==> config.mk <==
export PLATFORM = sky130hd
export DESIGN_NAME = cop_front
export DESIGN_NICKNAME = d
export VERILOG_FILES = /design/src/hw/rtl/cop_pkg.sv /design/src/hw/rtl/cop_front.sv
export SDC_FILE = /design/constraint.sdc
export NUM_CORES = 2
export LEC_CHECK = 0
export BUFFER_PORTS_ARGS = -buffer_cell sky130_fd_sc_hd__clkbuf_2
export CORE_MARGIN = 2
export CORE_UTILIZATION = 50
export DETAILED_ROUTE_END_ITERATION = 12
export GPL_TIMING_DRIVEN = 0
export PLACE_DENSITY = 0.7
export SLEW_MARGIN = 20
export SYNTH_ARGS = -nofsm -noshare
export SYNTH_HDL_FRONTEND = slang
export SYNTH_SLANG_ARGS = --single-unit
==> constraint.sdc <==
create_clock -name clk -period 11.2 [get_ports clk]
set_input_delay 1.68 -clock clk [delete_from_list [all_inputs] [get_ports clk]]
set_output_delay 1.68 -clock clk [all_outputs]
set_load 0.01 [all_outputs]
==> src/hw/rtl/cop_pkg.sv <==
// Package for the cylinder overlap push-out unit: widths, payload and context types.
package cop_pkg;

    localparam int POS_W   = 24;
    localparam int DIM_W   = 20;
    localparam int RANGE_W = DIM_W + 1;
    localparam int MAG_W   = RANGE_W;
    localparam int VX_W    = POS_W + 1;
    localparam int VERT_W  = POS_W + 2;
    localparam int SQ_W    = 2 * MAG_W;
    localparam int D2_W    = SQ_W + 1;
    localparam int ROOT_W  = (D2_W + 1) / 2;
    localparam int RAD_W   = 2 * ROOT_W;
    localparam int REM_W   = ROOT_W + 2;
    localparam int PROD_W  = MAG_W + RANGE_W;
    localparam int NUM_W   = PROD_W + 1;
    localparam int Q_W     = RANGE_W;
    localparam int DIV_W   = ROOT_W;
    localparam int SUM_W   = POS_W + 2;

    typedef struct packed {
        logic                    mode;
        logic signed [POS_W-1:0] a_x;
        logic signed [POS_W-1:0] a_y;
        logic signed [POS_W-1:0] a_z;
        logic [DIM_W-1:0]        a_radius;
        logic [DIM_W-1:0]        a_height;
        logic signed [POS_W-1:0] b_x;
        logic signed [POS_W-1:0] b_y;
        logic signed [POS_W-1:0] b_z;
        logic [DIM_W-1:0]        b_radius;
        logic [DIM_W-1:0]        b_height;
    } item_t;

    typedef struct packed {
        logic                    hit;
        logic signed [POS_W-1:0] out_x;
        logic signed [POS_W-1:0] out_y;
        logic signed [POS_W-1:0] out_z;
    } result_t;

    // Per-item context that travels alongside the arithmetic pipeline.
    typedef struct packed {
        logic                    live;
        logic                    zero;
        logic                    neg_x;
        logic                    neg_z;
        logic [MAG_W-1:0]        mag_x;
        logic [MAG_W-1:0]        mag_z;
        logic [RANGE_W-1:0]      range_sum;
        logic signed [POS_W-1:0] a_x;
        logic signed [POS_W-1:0] a_z;
        logic signed [POS_W-1:0] b_x;
        logic signed [POS_W-1:0] b_y;
        logic signed [POS_W-1:0] b_z;
    } ctx_t;

endpackage

==> src/hw/rtl/cop_front.sv <==
// Front stages: vertical test, XZ offset, box test, squares and distance compare.
module cop_front (
    input  logic                        clk,
    input  logic                        rst_n,
    input  logic                        en,
    input  logic                        valid,
    input  cop_pkg::item_t              item,
    output logic                        d2_valid,
    output logic [cop_pkg::D2_W-1:0]    d2,
    output cop_pkg::ctx_t               ctx
);

    // Stage 1 signals
    logic signed [cop_pkg::VERT_W-1:0] ay, by, alo, ahi, btop, ar_e, ah_e, bh_e;
    logic signed [cop_pkg::VX_W-1:0]   vx, vz;
    logic                              vok;
    logic [cop_pkg::RANGE_W-1:0]       rng;

    logic                              v1_reg;
    logic                              vok1_reg;
    logic signed [cop_pkg::VX_W-1:0]   vx1_reg, vz1_reg;
    logic [cop_pkg::RANGE_W-1:0]       rng1_reg;
    cop_pkg::item_t                    it1_reg;

    // Stage 2 signals
    logic [cop_pkg::VX_W-1:0]          absx, absz;
    cop_pkg::ctx_t                     ctx2_next;
    logic                              v2_reg;
    cop_pkg::ctx_t                     ctx2_reg;

    // Stage 3 signals
    logic                              v3_reg;
    cop_pkg::ctx_t                     ctx3_reg;
    logic [cop_pkg::SQ_W-1:0]          sqx3_reg, sqz3_reg, rsq3_reg;

    // Stage 4 signals
    logic [cop_pkg::D2_W-1:0]          d2_next;
    cop_pkg::ctx_t                     ctx4_next;
    logic                              v4_reg;
    cop_pkg::ctx_t                     ctx4_reg;
    logic [cop_pkg::D2_W-1:0]          d24_reg;

    always_comb
    begin
        ay   = {{2{item.a_y[cop_pkg::POS_W-1]}}, item.a_y};
        by   = {{2{item.b_y[cop_pkg::POS_W-1]}}, item.b_y};
        ar_e = {{(cop_pkg::VERT_W-cop_pkg::DIM_W){1'b0}}, item.a_radius};
        ah_e = {{(cop_pkg::VERT_W-cop_pkg::DIM_W){1'b0}}, item.a_height};
        bh_e = {{(cop_pkg::VERT_W-cop_pkg::DIM_W){1'b0}}, item.b_height};
        alo  = item.mode ? (ay - ar_e) : ay;
        ahi  = item.mode ? (ay + ar_e) : (ay + ah_e);
        btop = by + bh_e;
        vok  = !(alo > btop) && !(ahi < by);
        vx   = {item.b_x[cop_pkg::POS_W-1], item.b_x} - {item.a_x[cop_pkg::POS_W-1], item.a_x};
        vz   = {item.b_z[cop_pkg::POS_W-1], item.b_z} - {item.a_z[cop_pkg::POS_W-1], item.a_z};
        rng  = {1'b0, item.a_radius} + {1'b0, item.b_radius};
    end

    always_comb
    begin
        absx = vx1_reg[cop_pkg::VX_W-1] ? (~vx1_reg + 1'b1) : vx1_reg;
        absz = vz1_reg[cop_pkg::VX_W-1] ? (~vz1_reg + 1'b1) : vz1_reg;
        ctx2_next.live  = vok1_reg
                        && (absx <= {{(cop_pkg::VX_W-cop_pkg::RANGE_W){1'b0}}, rng1_reg})
                        && (absz <= {{(cop_pkg::VX_W-cop_pkg::RANGE_W){1'b0}}, rng1_reg});
        ctx2_next.zero      = 1'b0;
        ctx2_next.neg_x     = vx1_reg[cop_pkg::VX_W-1];
        ctx2_next.neg_z     = vz1_reg[cop_pkg::VX_W-1];
        ctx2_next.mag_x     = absx[cop_pkg::MAG_W-1:0];
        ctx2_next.mag_z     = absz[cop_pkg::MAG_W-1:0];
        ctx2_next.range_sum = rng1_reg;
        ctx2_next.a_x       = it1_reg.a_x;
        ctx2_next.a_z       = it1_reg.a_z;
        ctx2_next.b_x       = it1_reg.b_x;
        ctx2_next.b_y       = it1_reg.b_y;
        ctx2_next.b_z       = it1_reg.b_z;
    end

    always_comb
    begin
        d2_next        = {1'b0, sqx3_reg} + {1'b0, sqz3_reg};
        ctx4_next      = ctx3_reg;
        ctx4_next.live = ctx3_reg.live && (d2_next <= {1'b0, rsq3_reg});
        ctx4_next.zero = (d2_next == '0);
    end

    always_ff @(posedge clk or negedge rst_n)
    begin
        if (!rst_n)
        begin
            v1_reg <= 1'b0;
            v2_reg <= 1'b0;
            v3_reg <= 1'b0;
            v4_reg <= 1'b0;
        end
        else if (en)
        begin
            v1_reg <= valid;
            v2_reg <= v1_reg;
            v3_reg <= v2_reg;
            v4_reg <= v3_reg;
        end
    end

    always_ff @(posedge clk)
    begin
        if (en)
        begin
            vok1_reg <= vok;
            vx1_reg  <= vx;
            vz1_reg  <= vz;
            rng1_reg <= rng;
            it1_reg  <= item;
            ctx2_reg <= ctx2_next;
            ctx3_reg <= ctx2_reg;
            sqx3_reg <= ctx2_reg.mag_x * ctx2_reg.mag_x;
            sqz3_reg <= ctx2_reg.mag_z * ctx2_reg.mag_z;
            rsq3_reg <= ctx2_reg.range_sum * ctx2_reg.range_sum;
            ctx4_reg <= ctx4_next;
            d24_reg  <= d2_next;
        end
    end

    assign d2_valid = v4_reg;
    assign d2       = d24_reg;
    assign ctx      = ctx4_reg;

endmodule

==> flow_metrics.py <==
metrics = {
    "synthesis": {
        "synth_edf_count": 914,
        "synthTopCellsByArea": "edfxtp_1 (36%), fa_1 (24%), ha_1 (12%)",
        "synth_compound_area_share_pct": 6.74,
        "synth_top_family_by_area": "adder cells",
        "syn_area_sq_um": 76600,
        "synth_xor_area_share_pct": 3.60,
        "synth_area_leader_cell": "edfxtp_1",
        "yosysUniqueCellTypes": 76,
        "synthSimpleGateAreaFrac_pct": 8.52,
        "synth_cells": 6662,
        "async_flop_share_pct": 0.436,
        "synth_nets": 8592,
        "ys_ff_latch": 918,
        "ys.flop_type": "edfxtp_1",
        "yosys_warnings": 0,
        "yosys.area_share.adder_pct": 36.9,
        "synth_mux_area_share_pct": 0.647,
        "syn_avg_cell_area_sq_um": 11.5,
        "yosys.area.top_type_share_pct": 35.8,
        "yosysSeqAreaShare_pct": 35.9,
        "synth_commonest_cells": "inv_1 (1418), fa_1 (936), edfxtp_1 (914), ha_1 (765), nand2_1 (487)",
        "yosysMostFrequentCell": "inv_1",
    },
    "sta": {
        "slew_headroom_pct": 16.5,
        "fin_crit_sh_pct": 85.6,
        "hold_viol_final": 0,
        "finClkSkew_ps": 64.9,
        "slew_viol_final": 0,
        "rsz0062_at_grt": "no",
        "min_period_ps": 9590,
        "tightest_slew_ps": 1240,
        "max_freq_mhz": 104,
        "setup-violations-final": 0,
        "fin_ws_ps": 1610,
    },
    "floorplan": {
        "die_h_um": 395,
        "core_area_sq_um": 152000,
        "num_io_pins": 460,
        "rows": 143,
        "fp.dieW_um": 395,
        "die_area_sq_um": 156000,
        "start_util_pct": 50.4,
    },
    "cells_and_area": {
        "nets": 9159,
        "final_area_sq_um": 84900,
        "syn2layout_area_growth_pct": 10.9,
        "layout-drive-gt1-share_pct": 9.58,
        "largest_reg_flops": 187,
        "fillers": 12900,
    },
    "cts": {
        "cts_buffer_depth": 3,
        "insertion_delay_ps": 740,
        "root_buffer": "clkbuf_16",
        "cts_resized": 0,
        "cts_tree": "done",
        "cts.clk_slew.worst_paths_ps": 60,
        "clock_sinks": 918,
        "cts_setup_buffers": 0,
        "htree_levels": 3,
        "cts_buffers": 96,
        "postCtsHoldBufs": 0,
    },
    "setup_path": {
        "worstPathRequired_ps": 11670,
        "critPathLaunchType": "flop",
        "arrival_ps": 10050,
        "startpoint": "ctx2_reg[145]$_DFFE_PP_",
        "crit_path_max_fanout": 10,
        "worstReg2RegStart": "ctx2_reg[145]$_DFFE_PP_",
        "endpoint_kind": "flop",
        "crit_type": "reg -> reg",
    },
    "route": {
        "wl_per_cell_um": 20.2,
        "drc_errors": 0,
        "postRouteAntennaNets": 0,
        "vias_per_cell": 5.31,
        "num_vias": 49600,
        "routed_wirelength_um": 189000,
        "drtPass1Iterations": 6,
        "drtIter0Drc": 3371,
    },
    "grt": {
        "grt_usage_pct": 24.6,
        "antenna_found_initial": 18,
        "grt_start_max_net_pins": 99,
        "grt_first_pass_wirelength_um": 293000,
        "overflow": 0,
        "first_global_vias": 51700,
    },
    "placement": {
        "port_buffers": 458,
        "hpwl_um": 156000,
        "dp_slack_ps": 1710,
        "finalWeightedCongestion": 0.946,
        "place_area_sq_um": 81800,
    },
    "min_path": {
        "hp-class": "reg -> reg",
        "hp-start": "ctx3_reg[142]$_DFFE_PP_",
    },
    "flow_run": {
        "drv_cap": 0,
    },
    "outcome": {
        "outcome": "finished, final reports clean",
    },
}
critical path, cell delays in order, from the launching register on:
cell	delay, ps
edfxtp_1	570
clkbuf_1	700
clkbuf_1	610
nand2_1	160
fa_1	530
inv_1	70
fa_1	510
inv_1	50
fa_1	470
inv_1	50
fa_1	480
fa_1	460
fa_1	560
inv_1	60
fa_1	530
inv_1	60
ha_1	340
a21o_1	200
a211o_1	330
or3_1	320
a31o_2	240
a221oi_1	640
o21bai_1	260
a2111o_1	470
a31o_2	220
a21oi_1	160
xnor2_1	250
path summary, 6_finish.rpt:
| kind | endpoint | slack, ps | depth (start not counted) |
|---|---|---|---|
| setup / recovery | sqz3_reg[41]$_DFFE_PP_ | 1610 | 26 |
| hold / removal | ctx[142]$_DFFE_PP_ | 390 | 0 |
| setup reg to reg | sqz3_reg[41]$_DFFE_PP_ | 1610 | 26 |
| min in group asynchronous | v2_reg$_DFFE_PN0P_ | 750 | 1 |
| max in group asynchronous | d2_valid$_DFFE_PN0P_ | 10330 | 1 |
| hold reg to reg | ctx[142]$_DFFE_PP_ | 390 | 0 |
per-stage QoR:
step                      cells  utilization [%]  setup TNS, ps  hold slack, ps
after floorplan            6662                -              0             400
after global placement     9150             53.6       -6300600             400
after detailed placement   9161             53.8              0             405
after CTS                  9336             55.8              0             381
after global routing       9346             55.9              0             391
final                      9348             55.9              0             389
layer usage:
layer	vias to the layer above	track usage, %	part of all wire, %
met4	8	9.15	4.0
met5	-	0	0.032
met3	297	4.81	7.1
met1	24900	32.2	41
li1	23000	-	-
met2	1461	40.5	48
cell families (layout without fill, tap and decap cells):
logic type | Yosys count | in the layout
buf+inv | 1552 | 2196
other cells | 0 | 12
flops | 918 | 918
compound gates | 799 | 799
simple gates | 1333 | 1333
xor+xnor | 315 | 315
fa+ha+maj | 1701 | 1701
mux | 44 | 44
layout by cell type (no fill, tap or decap), types with 8 or more instances in the layout:
cell type / n
inv_1: 1418
fa_1: 936
edfxtp_1: 914
ha_1: 765
nand2_1: 487
clkbuf_2: 457
and2_1: 269
a21oi_1: 235
xnor2_1: 224
nor2_1: 216
o21ai_0: 149
clkbuf_1: 147
a21o_1: 132
clkbuf_16: 97
xor2_1: 88
nand3_1: 57
nor3_1: 56
o21a_1: 54
nor2b_1: 48
mux2_2: 44
nand4_1: 38
nand2b_1: 38
o21bai_1: 30
and3_1: 29
or3_1: 27
o31ai_1: 26
or2_2: 21
a211oi_1: 21
a31oi_1: 19
clkinv_1: 18
o211ai_1: 15
a21boi_0: 13
o41ai_1: 13
clkinv_2: 13
diode_2: 12
a2111oi_0: 12
buf_16: 11
nor4_1: 9
a31o_2: 8
cell type report:
| type | count | area [sq um] | area share (%) |
|---|---|---|---|
| Multi-Input combinational cell | 4192 | 43300 | 50.9 |
| Sequential cell | 918 | 27500 | 32.4 |
| Inverter | 1418 | 5320 | 6.27 |
| Timing Repair Buffer | 469 | 2600 | 3.07 |
| Tap cell | 2030 | 2540 | 2.99 |
| Clock buffer | 112 | 2480 | 2.92 |
| Clock inverter | 63 | 638 | 0.751 |
| Buffer | 134 | 503 | 0.592 |
| Antenna cell | 12 | 30.0 | 0.0354 |
Power is left out: the tool's default activity adds up to more than one toggle a clock period on the data nets, which glitch-free logic cannot reach.
